### config.mk
export PLATFORM = sky130hd
export DESIGN_NAME = id_preview_downscale_hash_color
export DESIGN_NICKNAME = d
export VERILOG_FILES = /design/src/hdl/idh_pkg.sv /design/src/hdl/idh_fifo.sv /design/src/hdl/idh_setup.sv /design/src/hdl/idh_front.sv /design/src/hdl/idh_back.sv /design/src/hdl/id_preview_downscale_hash_color.sv
export SDC_FILE = /design/constraint.sdc
export NUM_CORES = 2
export LEC_CHECK = 0
export ABC_CLOCK_PERIOD_IN_PS = 18500
export BUFFER_PORTS_ARGS = -buffer_cell sky130_fd_sc_hd__buf_2
export CAP_MARGIN = 15
export CORE_MARGIN = 2
export CORE_UTILIZATION = 45
export CTS_CLUSTER_SIZE = 25
export DETAILED_ROUTE_END_ITERATION = 10
export SLEW_MARGIN = 30
export SYNTH_ARGS = -nofsm -noshare
export SYNTH_HDL_FRONTEND = slang
export SYNTH_SLANG_ARGS = --single-unit
### constraint.sdc
create_clock -name clk -period 18.5 [get_ports clk]
set_input_delay 1.85 -clock clk [delete_from_list [all_inputs] [get_ports clk]]
set_output_delay 1.85 -clock clk [all_outputs]
set_load 0.02 [all_outputs]
### src/hdl/idh_pkg.sv
`default_nettype none
package idh_pkg;

  localparam int unsigned MAX_PREVIEW = 64;
  localparam int unsigned MAX_SOURCE  = 4096;

  localparam int unsigned CFG_IDX_W  = 2;
  localparam int unsigned CFG_DATA_W = 13;
  localparam logic [CFG_IDX_W-1:0] CFG_SOURCE_WIDTH  = 2'd0;
  localparam logic [CFG_IDX_W-1:0] CFG_SOURCE_HEIGHT = 2'd1;

  localparam int unsigned NUM_W     = 20;
  localparam int unsigned DEN_W     = 14;
  localparam int unsigned DIV_STEPS = NUM_W;
  localparam int unsigned DIV_CNT_W = 5;

  localparam logic        KIND_PIXEL = 1'b0;
  localparam logic        KIND_STATS = 1'b1;

  localparam logic [31:0] INVALID_ID    = 32'hFFFF_FFFF;
  localparam logic [23:0] INVALID_COLOR = 24'h141619;
  localparam logic [31:0] HASH_K0       = 32'h9e37_79b9;
  localparam logic [31:0] HASH_K1       = 32'h21f0_aaad;
  localparam logic [31:0] HASH_K2       = 32'h735a_2d97;
  localparam logic [7:0]  CHAN_MASK     = 8'hBF;
  localparam logic [7:0]  CHAN_BASE     = 8'd64;

  typedef enum logic [1:0] {
    SU_LOAD,
    SU_RUN,
    SU_DONE
  } setup_state_t;

  typedef struct packed {
    logic        ready;
    logic [12:0] w;
    logic [12:0] h;
    logic [6:0]  pc;
    logic [6:0]  pr;
    logic [12:0] col_q;
    logic [5:0]  col_rem;
    logic [12:0] row_q;
    logic [5:0]  row_rem;
  } geom_t;

  typedef struct packed {
    logic        has_pix;
    logic        has_stat;
    logic [11:0] x;
    logic [11:0] y;
    logic [31:0] id;
    logic [31:0] min_id;
    logic [31:0] max_id;
    logic [24:0] inv;
    logic [6:0]  pw;
    logic [6:0]  ph;
  } job_t;

  typedef struct packed {
    logic        kind;
    logic [11:0] col;
    logic [11:0] row;
    logic [31:0] id_res;
    logic [23:0] color;
    logic [31:0] min_id;
    logic [31:0] max_id;
    logic [24:0] invalid_count;
    logic [6:0]  pv_cols;
    logic [6:0]  pv_rows;
    logic        last;
  } res_t;

  function automatic logic [23:0] hash_color(input logic [31:0] h);
    logic [7:0] r;
    logic [7:0] g;
    logic [7:0] b;
    r = CHAN_BASE + (h[7:0] & CHAN_MASK);
    g = CHAN_BASE + (h[15:8] & CHAN_MASK);
    b = CHAN_BASE + (h[23:16] & CHAN_MASK);
    return {r, g, b};
  endfunction

endpackage
`default_nettype wire

### src/hdl/idh_fifo.sv
`default_nettype none
module idh_fifo #(
  parameter int unsigned WIDTH = 8,
  parameter int unsigned DEPTH = 4
) (
  input  wire logic                         clk,
  input  wire logic                         rst_n,
  input  wire logic                         push,
  input  wire logic [WIDTH-1:0]             wdata,
  input  wire logic                         pop,
  output logic      [WIDTH-1:0]             rdata,
  output logic                              full,
  output logic                              empty,
  output logic      [$clog2(DEPTH+1)-1:0]   count
);

  localparam int unsigned IW = (DEPTH > 1) ? $clog2(DEPTH) : 1;
  localparam int unsigned CW = $clog2(DEPTH + 1);

  logic [WIDTH-1:0] mem_r [DEPTH];
  logic [IW-1:0]    wr_ptr_r, wr_ptr_nxt;
  logic [IW-1:0]    rd_ptr_r, rd_ptr_nxt;
  logic [CW-1:0]    count_r, count_nxt;
  logic             do_push, do_pop;

  assign full    = (count_r == CW'(DEPTH));
  assign empty   = (count_r == '0);
  assign count   = count_r;
  assign rdata   = mem_r[rd_ptr_r];
  assign do_push = push & ~full;
  assign do_pop  = pop & ~empty;

  always_comb begin
    wr_ptr_nxt = wr_ptr_r;
    rd_ptr_nxt = rd_ptr_r;
    count_nxt  = count_r;
    if (do_push) begin
      wr_ptr_nxt = (wr_ptr_r == IW'(DEPTH - 1)) ? '0 : wr_ptr_r + 1'b1;
    end
    if (do_pop) begin
      rd_ptr_nxt = (rd_ptr_r == IW'(DEPTH - 1)) ? '0 : rd_ptr_r + 1'b1;
    end
    if (do_push && !do_pop) begin
      count_nxt = count_r + 1'b1;
    end else if (do_pop && !do_push) begin
      count_nxt = count_r - 1'b1;
    end
  end

  always_ff @(posedge clk) begin
    if (!rst_n) begin
      wr_ptr_r <= '0;
      rd_ptr_r <= '0;
      count_r  <= '0;
    end else begin
      wr_ptr_r <= wr_ptr_nxt;
      rd_ptr_r <= rd_ptr_nxt;
      count_r  <= count_nxt;
    end
  end

  always_ff @(posedge clk) begin
    if (do_push) begin
      mem_r[wr_ptr_r] <= wdata;
    end
  end

endmodule
`default_nettype wire

### src/hdl/idh_setup.sv
`default_nettype none
module idh_setup
  import idh_pkg::*;
(
  input  wire logic                  clk,
  input  wire logic                  rst_n,
  input  wire logic                  cfg_we,
  input  wire logic [CFG_IDX_W-1:0]  cfg_index,
  input  wire logic [CFG_DATA_W-1:0] cfg_wdata,
  output geom_t                      geom,
  output logic                       restart
);

  setup_state_t         state_r, state_nxt;
  logic [1:0]           step_r, step_nxt;
  logic [DIV_CNT_W-1:0] cnt_r, cnt_nxt;
  logic [12:0]          w_reg_r, h_reg_r;
  logic [12:0]          w_eff, h_eff, longer;
  logic                 fits_preview;
  logic [NUM_W-1:0]     quo_r, quo_nxt, num_load;
  logic [DEN_W-1:0]     rem_r, rem_nxt, den_r, den_load;
  logic [DEN_W:0]       shifted;
  logic                 ge;
  logic                 last_iter;
  logic [6:0]           pc_r, pr_r;
  logic [12:0]          col_q_r, row_q_r;
  logic [5:0]           col_rem_r, row_rem_r;
  logic [6:0]           side_q;

  assign restart = cfg_we & ((cfg_index == CFG_SOURCE_WIDTH) ||
                             (cfg_index == CFG_SOURCE_HEIGHT));

  always_comb begin
    if (w_reg_r == '0) begin
      w_eff = 13'd1;
    end else if (w_reg_r > 13'(MAX_SOURCE)) begin
      w_eff = 13'(MAX_SOURCE);
    end else begin
      w_eff = w_reg_r;
    end
    if (h_reg_r == '0) begin
      h_eff = 13'd1;
    end else if (h_reg_r > 13'(MAX_SOURCE)) begin
      h_eff = 13'(MAX_SOURCE);
    end else begin
      h_eff = h_reg_r;
    end
    longer       = (w_eff > h_eff) ? w_eff : h_eff;
    fits_preview = (longer <= 13'(MAX_PREVIEW));
  end

  // preview sides first, then the per-frame sampling steps
  always_comb begin
    case (step_r)
      2'd0: begin
        num_load = NUM_W'(w_eff) * NUM_W'(2 * MAX_PREVIEW) + NUM_W'(longer);
        den_load = {longer, 1'b0};
      end
      2'd1: begin
        num_load = NUM_W'(h_eff) * NUM_W'(2 * MAX_PREVIEW) + NUM_W'(longer);
        den_load = {longer, 1'b0};
      end
      2'd2: begin
        num_load = NUM_W'(w_eff);
        den_load = DEN_W'(pc_r);
      end
      default: begin
        num_load = NUM_W'(h_eff);
        den_load = DEN_W'(pr_r);
      end
    endcase
  end

  always_comb begin
    shifted   = {rem_r, quo_r[NUM_W-1]};
    ge        = (shifted >= {1'b0, den_r});
    rem_nxt   = ge ? DEN_W'(shifted - {1'b0, den_r}) : shifted[DEN_W-1:0];
    quo_nxt   = {quo_r[NUM_W-2:0], ge};
    last_iter = (cnt_r == DIV_CNT_W'(DIV_STEPS - 1));
    side_q    = (quo_nxt == '0) ? 7'd1 : 7'(quo_nxt);
  end

  always_comb begin
    state_nxt = state_r;
    step_nxt  = step_r;
    cnt_nxt   = cnt_r;
    case (state_r)
      SU_LOAD: begin
        state_nxt = SU_RUN;
        cnt_nxt   = '0;
      end
      SU_RUN: begin
        cnt_nxt = cnt_r + 1'b1;
        if (last_iter) begin
          step_nxt  = step_r + 1'b1;
          state_nxt = (step_r == 2'd3) ? SU_DONE : SU_LOAD;
        end
      end
      SU_DONE: begin
        state_nxt = SU_DONE;
      end
      default: begin
        state_nxt = SU_LOAD;
      end
    endcase
    if (restart) begin
      state_nxt = SU_LOAD;
      step_nxt  = '0;
    end
  end

  always_ff @(posedge clk) begin
    if (!rst_n) begin
      state_r <= SU_LOAD;
      step_r  <= '0;
      cnt_r   <= '0;
      w_reg_r <= 13'd64;
      h_reg_r <= 13'd64;
    end else begin
      state_r <= state_nxt;
      step_r  <= step_nxt;
      cnt_r   <= cnt_nxt;
      if (cfg_we && cfg_index == CFG_SOURCE_WIDTH) begin
        w_reg_r <= cfg_wdata;
      end
      if (cfg_we && cfg_index == CFG_SOURCE_HEIGHT) begin
        h_reg_r <= cfg_wdata;
      end
    end
  end

  always_ff @(posedge clk) begin
    if (state_r == SU_LOAD) begin
      quo_r <= num_load;
      rem_r <= '0;
      den_r <= den_load;
    end else if (state_r == SU_RUN) begin
      quo_r <= quo_nxt;
      rem_r <= rem_nxt;
      if (last_iter) begin
        case (step_r)
          2'd0: pc_r <= fits_preview ? 7'(w_eff) : side_q;
          2'd1: pr_r <= fits_preview ? 7'(h_eff) : side_q;
          2'd2: begin
            col_q_r   <= 13'(quo_nxt);
            col_rem_r <= 6'(rem_nxt);
          end
          default: begin
            row_q_r   <= 13'(quo_nxt);
            row_rem_r <= 6'(rem_nxt);
          end
        endcase
      end
    end
  end

  always_comb begin
    geom.ready   = (state_r == SU_DONE);
    geom.w       = w_eff;
    geom.h       = h_eff;
    geom.pc      = pc_r;
    geom.pr      = pr_r;
    geom.col_q   = col_q_r;
    geom.col_rem = col_rem_r;
    geom.row_q   = row_q_r;
    geom.row_rem = row_rem_r;
  end

endmodule
`default_nettype wire

### src/hdl/idh_front.sv
`default_nettype none
module idh_front
  import idh_pkg::*;
(
  input  wire logic        clk,
  input  wire logic        rst_n,
  input  wire logic        restart,
  input  wire geom_t       geom,
  input  wire logic        accept,
  input  wire logic [31:0] in_id,
  output logic             job_push,
  output job_t             job
);

  logic [11:0] col_cnt_r, col_cnt_nxt;
  logic [11:0] row_cnt_r, row_cnt_nxt;
  logic [12:0] next_col_r, next_col_nxt;
  logic [5:0]  col_rem_r, col_rem_nxt;
  logic [12:0] next_row_r, next_row_nxt;
  logic [5:0]  row_rem_r, row_rem_nxt;
  logic        row_smp_r, row_smp_nxt;
  logic [31:0] min_r, min_nxt, min_upd;
  logic [31:0] max_r, max_nxt, max_upd;
  logic        any_r, any_nxt, any_upd;
  logic [24:0] inv_r, inv_nxt, inv_upd;

  logic        eor, eof, is_inv, sampled;
  logic [12:0] col_p1, row_p1;
  logic [6:0]  csum, rsum;
  logic        cwrap, rwrap;
  logic [12:0] next_col_adv, next_row_adv, next_row_sel;
  logic [5:0]  col_rem_adv, row_rem_adv, row_rem_sel;

  always_comb begin
    col_p1  = {1'b0, col_cnt_r} + 13'd1;
    row_p1  = {1'b0, row_cnt_r} + 13'd1;
    eor     = (col_p1 >= geom.w);
    eof     = eor & (row_p1 >= geom.h);
    is_inv  = (in_id == INVALID_ID);
    sampled = row_smp_r & ({1'b0, col_cnt_r} == next_col_r);

    // step to the next sampled column or row: quotient plus carried remainder
    csum         = {1'b0, col_rem_r} + {1'b0, geom.col_rem};
    cwrap        = (csum >= geom.pc);
    col_rem_adv  = cwrap ? 6'(csum - geom.pc) : csum[5:0];
    next_col_adv = next_col_r + geom.col_q + 13'(cwrap);

    rsum         = {1'b0, row_rem_r} + {1'b0, geom.row_rem};
    rwrap        = (rsum >= geom.pr);
    row_rem_adv  = rwrap ? 6'(rsum - geom.pr) : rsum[5:0];
    next_row_adv = next_row_r + geom.row_q + 13'(rwrap);
    next_row_sel = row_smp_r ? next_row_adv : next_row_r;
    row_rem_sel  = row_smp_r ? row_rem_adv : row_rem_r;

    min_upd = min_r;
    max_upd = max_r;
    any_upd = any_r;
    inv_upd = inv_r;
    if (is_inv) begin
      inv_upd = inv_r + 1'b1;
    end else begin
      any_upd = 1'b1;
      if (in_id < min_r) begin
        min_upd = in_id;
      end
      if (in_id > max_r) begin
        max_upd = in_id;
      end
    end
  end

  always_comb begin
    job.has_pix  = sampled;
    job.has_stat = eof;
    job.x        = col_cnt_r;
    job.y        = row_cnt_r;
    job.id       = in_id;
    job.min_id   = any_upd ? min_upd : '0;
    job.max_id   = any_upd ? max_upd : '0;
    job.inv      = inv_upd;
    job.pw       = geom.pc;
    job.ph       = geom.pr;
    job_push     = accept & (sampled | eof);
  end

  always_comb begin
    col_cnt_nxt  = col_cnt_r;
    row_cnt_nxt  = row_cnt_r;
    next_col_nxt = next_col_r;
    col_rem_nxt  = col_rem_r;
    next_row_nxt = next_row_r;
    row_rem_nxt  = row_rem_r;
    row_smp_nxt  = row_smp_r;
    min_nxt      = min_r;
    max_nxt      = max_r;
    any_nxt      = any_r;
    inv_nxt      = inv_r;
    if (restart || (accept && eof)) begin
      col_cnt_nxt  = '0;
      row_cnt_nxt  = '0;
      next_col_nxt = '0;
      col_rem_nxt  = '0;
      next_row_nxt = '0;
      row_rem_nxt  = '0;
      row_smp_nxt  = 1'b1;
      min_nxt      = INVALID_ID;
      max_nxt      = '0;
      any_nxt      = 1'b0;
      inv_nxt      = '0;
    end else if (accept) begin
      min_nxt = min_upd;
      max_nxt = max_upd;
      any_nxt = any_upd;
      inv_nxt = inv_upd;
      if (eor) begin
        col_cnt_nxt  = '0;
        next_col_nxt = '0;
        col_rem_nxt  = '0;
        next_row_nxt = next_row_sel;
        row_rem_nxt  = row_rem_sel;
        row_cnt_nxt  = row_cnt_r + 1'b1;
        row_smp_nxt  = (row_p1 == next_row_sel);
      end else begin
        col_cnt_nxt = col_cnt_r + 1'b1;
        if (sampled) begin
          next_col_nxt = next_col_adv;
          col_rem_nxt  = col_rem_adv;
        end
      end
    end
  end

  always_ff @(posedge clk) begin
    if (!rst_n) begin
      col_cnt_r  <= '0;
      row_cnt_r  <= '0;
      next_col_r <= '0;
      col_rem_r  <= '0;
      next_row_r <= '0;
      row_rem_r  <= '0;
      row_smp_r  <= 1'b1;
      min_r      <= INVALID_ID;
      max_r      <= '0;
      any_r      <= 1'b0;
      inv_r      <= '0;
    end else begin
      col_cnt_r  <= col_cnt_nxt;
      row_cnt_r  <= row_cnt_nxt;
      next_col_r <= next_col_nxt;
      col_rem_r  <= col_rem_nxt;
      next_row_r <= next_row_nxt;
      row_rem_r  <= row_rem_nxt;
      row_smp_r  <= row_smp_nxt;
      min_r      <= min_nxt;
      max_r      <= max_nxt;
      any_r      <= any_nxt;
      inv_r      <= inv_nxt;
    end
  end

endmodule
`default_nettype wire

### src/hdl/idh_back.sv
`default_nettype none
module idh_back
  import idh_pkg::*;
#(
  parameter int unsigned RES_DEPTH = 4
) (
  input  wire logic                             clk,
  input  wire logic                             rst_n,
  input  wire logic                             job_empty,
  input  wire job_t                             job_head,
  output logic                                  job_pop,
  input  wire logic [$clog2(RES_DEPTH+1)-1:0]   res_count,
  output logic                                  res_push,
  output res_t                                  res_word
);

  localparam int unsigned CW = $clog2(RES_DEPTH + 1);

  logic          phase_r, phase_nxt;
  logic          va_r, vb_r;
  logic          pix_now, issue;
  logic [CW:0]   occ;
  res_t          word;
  logic [31:0]   ha, hb, hc, hd;
  logic [63:0]   p1, p2;
  res_t          res_a_r, res_b_r;
  logic [31:0]   m1_r, m2_r;
  logic          pix_a_r, pix_b_r, inv_a_r, inv_b_r;

  // room left in the result queue counts words still in the hash stages
  always_comb begin
    occ     = (CW+1)'(res_count) + (CW+1)'(va_r) + (CW+1)'(vb_r);
    pix_now = job_head.has_pix & ~phase_r;
    issue   = ~job_empty & (occ < (CW+1)'(RES_DEPTH));
    job_pop = issue & (~pix_now | ~job_head.has_stat);

    phase_nxt = phase_r;
    if (job_pop) begin
      phase_nxt = 1'b0;
    end else if (issue) begin
      phase_nxt = 1'b1;
    end

    word = '0;
    if (pix_now) begin
      word.kind   = KIND_PIXEL;
      word.col    = job_head.x;
      word.row    = job_head.y;
      word.id_res = job_head.id;
      word.last   = ~job_head.has_stat;
    end else begin
      word.kind          = KIND_STATS;
      word.min_id        = job_head.min_id;
      word.max_id        = job_head.max_id;
      word.invalid_count = job_head.inv;
      word.pv_cols       = job_head.pw;
      word.pv_rows       = job_head.ph;
      word.last          = 1'b1;
    end

    ha = job_head.id + HASH_K0;
    hb = ha ^ (ha >> 16);
    p1 = 64'(hb) * 64'(HASH_K1);
    hc = m1_r ^ (m1_r >> 15);
    p2 = 64'(hc) * 64'(HASH_K2);
    hd = m2_r ^ (m2_r >> 15);

    res_push = vb_r;
    res_word = res_b_r;
    if (!pix_b_r) begin
      res_word.color = '0;
    end else if (inv_b_r) begin
      res_word.color = INVALID_COLOR;
    end else begin
      res_word.color = hash_color(hd);
    end
  end

  always_ff @(posedge clk) begin
    if (!rst_n) begin
      phase_r <= 1'b0;
      va_r    <= 1'b0;
      vb_r    <= 1'b0;
    end else begin
      phase_r <= phase_nxt;
      va_r    <= issue;
      vb_r    <= va_r;
    end
  end

  always_ff @(posedge clk) begin
    res_a_r <= word;
    m1_r    <= p1[31:0];
    pix_a_r <= pix_now;
    inv_a_r <= (job_head.id == INVALID_ID);
    res_b_r <= res_a_r;
    m2_r    <= p2[31:0];
    pix_b_r <= pix_a_r;
    inv_b_r <= inv_a_r;
  end

endmodule
`default_nettype wire

### src/hdl/id_preview_downscale_hash_color.sv
// a result reaches the output through the job queue, hash stages a and b and the
// result queue; a statistics word follows the pixel word of the same item
// one item per cycle while in_full is low; a backed-up result queue also raises in_full
// after reset and after each size register write, a setup pass runs four 20-step
// shift-subtract divisions (preview sides, then column and row steps), in_full high
// reset is synchronous, active low; both sizes return to 64 and a new frame starts
`default_nettype none
module id_preview_downscale_hash_color
  import idh_pkg::*;
#(
  parameter int unsigned JOB_DEPTH = 4,
  parameter int unsigned RES_DEPTH = 4
) (
  input  wire logic                  clk,
  input  wire logic                  rst_n,
  input  wire logic                  in_push,
  input  wire logic [31:0]           in_id,
  output logic                       in_full,
  output logic                       out_empty,
  input  wire logic                  out_pop,
  output logic                       out_kind,
  output logic [11:0]                out_source_x,
  output logic [11:0]                out_source_y,
  output logic [31:0]                out_id_res,
  output logic [23:0]                out_color,
  output logic [31:0]                out_min_id,
  output logic [31:0]                out_max_id,
  output logic [24:0]                out_invalid_count,
  output logic [6:0]                 out_preview_width,
  output logic [6:0]                 out_preview_height,
  output logic                       out_last,
  input  wire logic                  cfg_we,
  input  wire logic [CFG_IDX_W-1:0]  cfg_index,
  input  wire logic [CFG_DATA_W-1:0] cfg_wdata
);

  localparam int unsigned JCW = $clog2(JOB_DEPTH + 1);

  geom_t                        geom;
  logic                         restart;
  logic                         accept;
  logic                         job_push, job_pop, job_full, job_empty;
  job_t                         job_in, job_head;
  logic                         res_push, res_full;
  res_t                         res_in, res_head;
  logic [$clog2(RES_DEPTH+1)-1:0] res_count;
  logic [JCW-1:0]               job_count;

  assign in_full = ~geom.ready | job_full;
  assign accept  = in_push & ~in_full;

  idh_setup u_setup (
    .clk       (clk),
    .rst_n     (rst_n),
    .cfg_we    (cfg_we),
    .cfg_index (cfg_index),
    .cfg_wdata (cfg_wdata),
    .geom      (geom),
    .restart   (restart)
  );

  idh_front u_front (
    .clk      (clk),
    .rst_n    (rst_n),
    .restart  (restart),
    .geom     (geom),
    .accept   (accept),
    .in_id    (in_id),
    .job_push (job_push),
    .job      (job_in)
  );

  idh_fifo #(
    .WIDTH ($bits(job_t)),
    .DEPTH (JOB_DEPTH)
  ) u_job_q (
    .clk   (clk),
    .rst_n (rst_n),
    .push  (job_push),
    .wdata (job_in),
    .pop   (job_pop),
    .rdata (job_head),
    .full  (job_full),
    .empty (job_empty),
    .count (job_count)
  );

  idh_back #(
    .RES_DEPTH (RES_DEPTH)
  ) u_back (
    .clk       (clk),
    .rst_n     (rst_n),
    .job_empty (job_empty),
    .job_head  (job_head),
    .job_pop   (job_pop),
    .res_count (res_count),
    .res_push  (res_push),
    .res_word  (res_in)
  );

  idh_fifo #(
    .WIDTH ($bits(res_t)),
    .DEPTH (RES_DEPTH)
  ) u_res_q (
    .clk   (clk),
    .rst_n (rst_n),
    .push  (res_push),
    .wdata (res_in),
    .pop   (out_pop),
    .rdata (res_head),
    .full  (res_full),
    .empty (out_empty),
    .count (res_count)
  );

  assign out_kind           = res_head.kind;
  assign out_source_x       = res_head.col;
  assign out_source_y       = res_head.row;
  assign out_id_res         = res_head.id_res;
  assign out_color          = res_head.color;
  assign out_min_id         = res_head.min_id;
  assign out_max_id         = res_head.max_id;
  assign out_invalid_count  = res_head.invalid_count;
  assign out_preview_width  = res_head.pv_cols;
  assign out_preview_height = res_head.pv_rows;
  assign out_last           = res_head.last;

  a_res_no_overflow: assert property (@(posedge clk) disable iff (!rst_n)
    res_push |-> !res_full)
    else $error("result word pushed into a full queue");

  a_job_no_overflow: assert property (@(posedge clk) disable iff (!rst_n)
    job_push |-> (!job_full && job_count < JCW'(JOB_DEPTH)))
    else $error("job pushed into a full queue");

  a_cfg_blocks_input: assert property (@(posedge clk) disable iff (!rst_n)
    restart |=> in_full)
    else $error("input open right after a size write");

  a_stats_is_last: assert property (@(posedge clk) disable iff (!rst_n)
    (res_push && res_in.kind == KIND_STATS) |-> res_in.last)
    else $error("statistics word without last");

endmodule
`default_nettype wire

======== Yosys cells after proc, flatten, opt, wreduce, memory -nomap -nowiden ========
Memory sizes are Yosys's and may differ from the RTL's. A register that Yosys moved wholly into a read port is not among the register bits.
Index checks and enable logic that the tools add are counted.
Widths: inputs -> output; s select.
operators by class
  add/subtract/negate cells ............... 32
  bitwise operators ....................... 30
  reductions and logical operators ........ 38
  muxes and demuxes ....................... 52
  magnitude comparators ................... 12
  multiply operators ...................... 2
  equal/unequal tests ..................... 18
operators with widths
  operator                number
  $mux 32                 6
  $mux 13                 8
  $eq 32x32->1 const B    2
  $pmux 20 s3             1
  $mux 24                 2
  $add 20x13->20          2
  $mux 20                 2
  $add 32x32->32 const B  1
  $gt 32x32->1            1
  $lt 32x32->1            1
  $mul 32x30->32 const B  1
  $mul 32x31->32 const B  1
  $xor 32x16->32          1
  $xor 32x17->32          1
  $pmux 14 s2             1
  $add 12x1->13 const B   2
  $add 13x1->13           2
  $add 13x13->13          2
  $ge 13x13->1            2
  $gt 13x13->1 const B    2
  $logic_not 13->1        2
  $add 25x1->25 const B   1
  $mux 25                 1
  $add 12x1->12 const B   2
  other kinds (47)        137
storage, ports and cells
  output and inout port bits .............. 187
  logic and storage cells ................. 246
  flip-flop bits (word level) ............. 695
  memory bits (writable) .................. 1,384
  bits of input ports ..................... 52
  memories ................................ 2
memories
  name           depth  width  read ports  clocked after memory_dff  wr ports  RTL line        text
  u_res_q.mem_r  4      185    1           1                         1         idh_fifo.sv:20  logic [WIDTH-1:0] mem_r [DEPTH];
  u_job_q.mem_r  4      161    1           1                         1         idh_fifo.sv:20

======== Logic depth before layout (Yosys ltp) ========
  depth after elaboration ................. 12
  mapped depth ............................ 39
  mapped depth without buffers ............ 38

======== Modules after synthesis ========
From an unflattened synthesis, not the netlist that was laid out.
second synthesis, totals
  cells, all modules ...................... 6,770
  area, all modules ....................... 98,174.2 µm²
by module, submodules not included
  module                           instances  area each (µm²)  sequential area each (µm²)  cells each
  idh_fifo (u_res_q)               1          27,179.8         22,401.5                    1,018
  idh_back                         1          27,099.7         7,807.5                     2,448
  idh_fifo (u_job_q)               1          23,679.0         19,518.7                    892
  idh_front                        1          12,861.1         3,062.9                     1,667
  idh_setup                        1          7,339.5          3,563.4                     743
  id_preview_downscale_hash_color  1          15.0             0.0                         2

======== Least setup slack after synthesis ========
OpenSTA, ideal clock, no wires.
  path type ............................... register to register
  from .................................... reg (tool-made name)
  to ...................................... reg u_back.m1_r[29]
  stages on the path, launching flop included .. 36
  path buffers ............................ 2
  data arrival time ....................... 8.852 ns
  clock period less this slack ............ 8.972 ns
  library setup time ...................... 0.120 ns
  slack ................................... 9.528 ns
  data required time ...................... 18.380 ns
  cells stage by stage .................... dfxtp_1 buf_6 buf_12 mux4_2 or4_4 o21ai_2 a31oi_2 o21ai_2 nor2b_1 xnor2_1 xnor2_2 ha_1 xor2_1 ha_1 or2_2 fa_1 fa_1 fa_1 inv_1 fa_1 inv_1 fa_1 inv_1 fa_1 inv_1 ha_1 nand3_1 or4_1 a21oi_1 o21ai_0 a21oi_1 a21o_1 a21oi_1 nor2b_1 o21ai_0 xnor2_1
RTL lines
  what                  RTL line        text
  to (signal assigned)  idh_back.sv:93  m1_r <= p1[31:0];
  to (decl)             idh_back.sv:27  logic [31:0] m1_r, m2_r;

==> metrics.md <==
| Metric | Value |
|---|---|
| First-pass GRT wire length | `337,000 um` |
| CTS clk-pin slew, worst paths | `0.06 ns` |
| Synth warn | `0` |
| Die footprint | `218,000 um^2` |
| Unique masters post-synth | `83` |
| Max transition margin | `0.316` |
| Seq/Total Area, Yosys | `0.582` |
| H-tree Lvls | `4` |
| RSZ-0062 raised after global routing | `false` |
| Post-DP HPWL | `153,000 um` |
| Cell mode on critical path | `ha_1` |
| Num rows | `169` |
| Cell family with most CP delay | `compound AO/OA/AOI/OAI gates` |
| DR WL/cell | `22.3 um` |
| FILL cells | `17,900` |
| Top Ports | `239` |
| First-pass DRT Iterations | `8` |
| Non-filler cells, final | `9,902` |
| Clock buffer depth | `3` |
| Critical Path Slowest Stage Cell | `dfxtp_4` |
| #FFs+latches synth | `2,072` |
| Post-synth top area share | `0.455` |
| Post-CTS Resized | `0` |
| Post-CTS Hold Fix Bufs | `0` |
| Max incr delay on CP | `0.85 ns` |
| Root Driver | `clkbuf_16` |
| CTS tree | `done` |
| CP Class | `reg2reg` |
| Netlist Area Pre-Place | `96,500 um^2` |
| Via count of the first global-routing pass | `54,000` |
| Worst Hold Class | `reg2reg` |
| TritonCTS Buffers | `207` |
| Fin nets | `7,880` |
| Width of the die | `467 um` |
| Total detailed-routing wirelength | `220,000 um` |
| Total GRT Usage | `0.204` |
| Final period util | `0.599` |
| Die Y | `467 um` |
| Hold_sp | `u_back.res_a_r[134]` |
| Critical path launch point type | `register` |
| Post-CTS Repair Setup Buffers | `0` |
| Asr flop ratio synth | `0` |
| Cell count after synthesis | `6,548` |
| # setup viols final | `0` |
| Reg-to-reg setup timing slack | `7.42 ns` |
| EDFF count, synth | `1,462` |
| Max-Cap Viols | `0` |
| Total grt overflow | `0` |
| Worst Path Buf+Inv | `3` |
| CTS Sinks | `2,072` |
| Pin count of the biggest net entering global routing | `162` |
| Fin. max-slew vios | `0` |
| Most instantiated cells after synthesis | `edfxtp_1, inv_1, dfxtp_1, ha_1, fa_1` |
| Outcome | `completed` |
| Critical Path AT | `11.86 ns` |
| Final Hold Viols | `0` |
| Synth area leader | `edfxtp_1` |
| Synthesized Nets | `7,547` |
| Clock latency on the worst-skew pair | `0.85 ns` |
| Core ar. | `213,000 um^2` |
| # placed instances | `9,489` |
| Crit. End Element | `register` |
| RD Place Congestion | `0.915` |
| Vias post-DR | `52,400` |
| Synth Flop Type | `edfxtp_1` |
| Most common cell in the synthesized netlist | `edfxtp_1` |
| DRT iter0 DRCs | `3,863` |
| Buffers on Ports | `238` |
| WP data required | `19.27 ns` |
| TNS Setup | `0 ns` |
| Setup Skew | `0.0728 ns` |
| Final Critical Period | `11.08 ns` |
| Area grow syn2layout | `12.4%` |
| Highest Clock Rate | `90.2 MHz` |
| Layout cells sized above 1 | `0.151` |
| Number of remaining DRC errors | `0` |
| Initial core utilization | `0.454` |
| Crit path max fanout | `89` |
| DR vias/cell | `5.29` |
| Synth area leaders | `edfxtp_1, dfxtp_1, fa_1` |
| Initial antenna violation count | `30` |
| Worst-Margin Slew | `1.03 ns` |
| Final ANT Viol Nets | `0` |
| Mapped Avg Cell Area | `14.7 um^2` |
==> state kept, by name (all words and copies together), names as in the netlist, 29 cells and up, named ones only <==
name and flops:
u_back.m1_r 32, u_back.m2_r 29, u_back.res_a_r 161, u_back.res_word 161, u_front.max_r 32, u_front.min_r 32, u_job_q.mem_r 644, u_res_q.mem_r 732
==> layout by cell type, fill, tap and decap left out, types with 53 or more instances in the layout <==
cell,instances
xnor2_1,219
clkbuf_16,212
o21ai_0,113
nand2_1,245
clkbuf_1,53
xor2_1,131
fa_1,391
buf_4,66
a21o_1,81
nor2b_1,148
mux2i_1,129
and2_1,79
inv_1,795
nor2_1,337
dfxtp_1,606
ha_1,556
nand4_1,53
mux4_2,340
edfxtp_1,1462
buf_2,238
a21oi_1,155
==> kinds of logic (layout without fill, tap and decap cells) <==
| logic type | after synthesis | count (layout) | share of synthesized area |
|---|---|---|---|
| xor+xnor | 364 | 364 | 0.0342 |
| other cells | 0 | 13 | 0 |
| simple gates | 1097 | 1097 | 0.0556 |
| mux | 494 | 494 | 0.0963 |
| buf+inv | 988 | 1508 | 0.0388 |
| fa+ha+maj | 951 | 951 | 0.154 |
| flops | 2072 | 2072 | 0.582 |
| compound gates | 582 | 582 | 0.0398 |
==> metrics by stage <==
step | util | setup slack, ns | hold slack [ns] | cell area, um^2
2_1_floorplan | - | 9.53 | 0.310 | 96500
3_3_place_gp | 0.476 | 7.60 | 0.310 | 101000
3_5_place_dp | 0.476 | 7.38 | 0.312 | 101000
4_1_cts | 0.510 | 7.37 | 0.296 | 108000
5_1_grt | 0.510 | 6.63 | 0.303 | 108000
6_report | 0.510 | 7.42 | 0.294 | 108000
==> path summary, 6_finish.rpt <==
path                          end  cells past startpoint
max               u_back.m1_r[30]                     31
min          u_back.res_word[134]                      0
max reg2reg       u_back.m1_r[30]                     31
min reg2reg  u_back.res_word[134]                      0
==> area by class of cell <==
type,instances,area (um^2),area share
sequential,2072,56100,0.518
multi-input combinational,3488,36800,0.339
clock buffer,299,5920,0.0546
tap,2821,3530,0.0326
inverter,797,2990,0.0276
timing repair buffer,315,1860,0.0172
clock inverter,97,1190,0.0109
antenna,13,32.5,0.000300
==> worst register-to-register path: cells and delay by family, from the launching register on <==
family / cells / cell delay (ns)
AO/OA/AOI/OAI: 12 / 3.66
XOR/XNOR: 3 / 1.05
adder cells (fa/ha/maj): 9 / 3.28
buffers and inverters: 3 / 0.78
flip-flops: 1 / 0.85
multiplexers: 1 / 0.87
AND/OR/NAND/NOR: 3 / 0.55
==> per-layer routing <==
metal | track usage | vias to the layer above | wire length [um] | part of all wire
met5 | 0 | - | 28 | 0.00013
met4 | 0.0457 | 6 | 4060 | 0.018
met3 | 0.0266 | 295 | 9620 | 0.044
met2 | 0.337 | 1135 | 108000 | 0.49
met1 | 0.288 | 26900 | 98600 | 0.45
li1 | - | 24100 | - | -
Power is not shown: default switching activity piles up to over one toggle a cycle in this logic, so the estimate is an artifact.
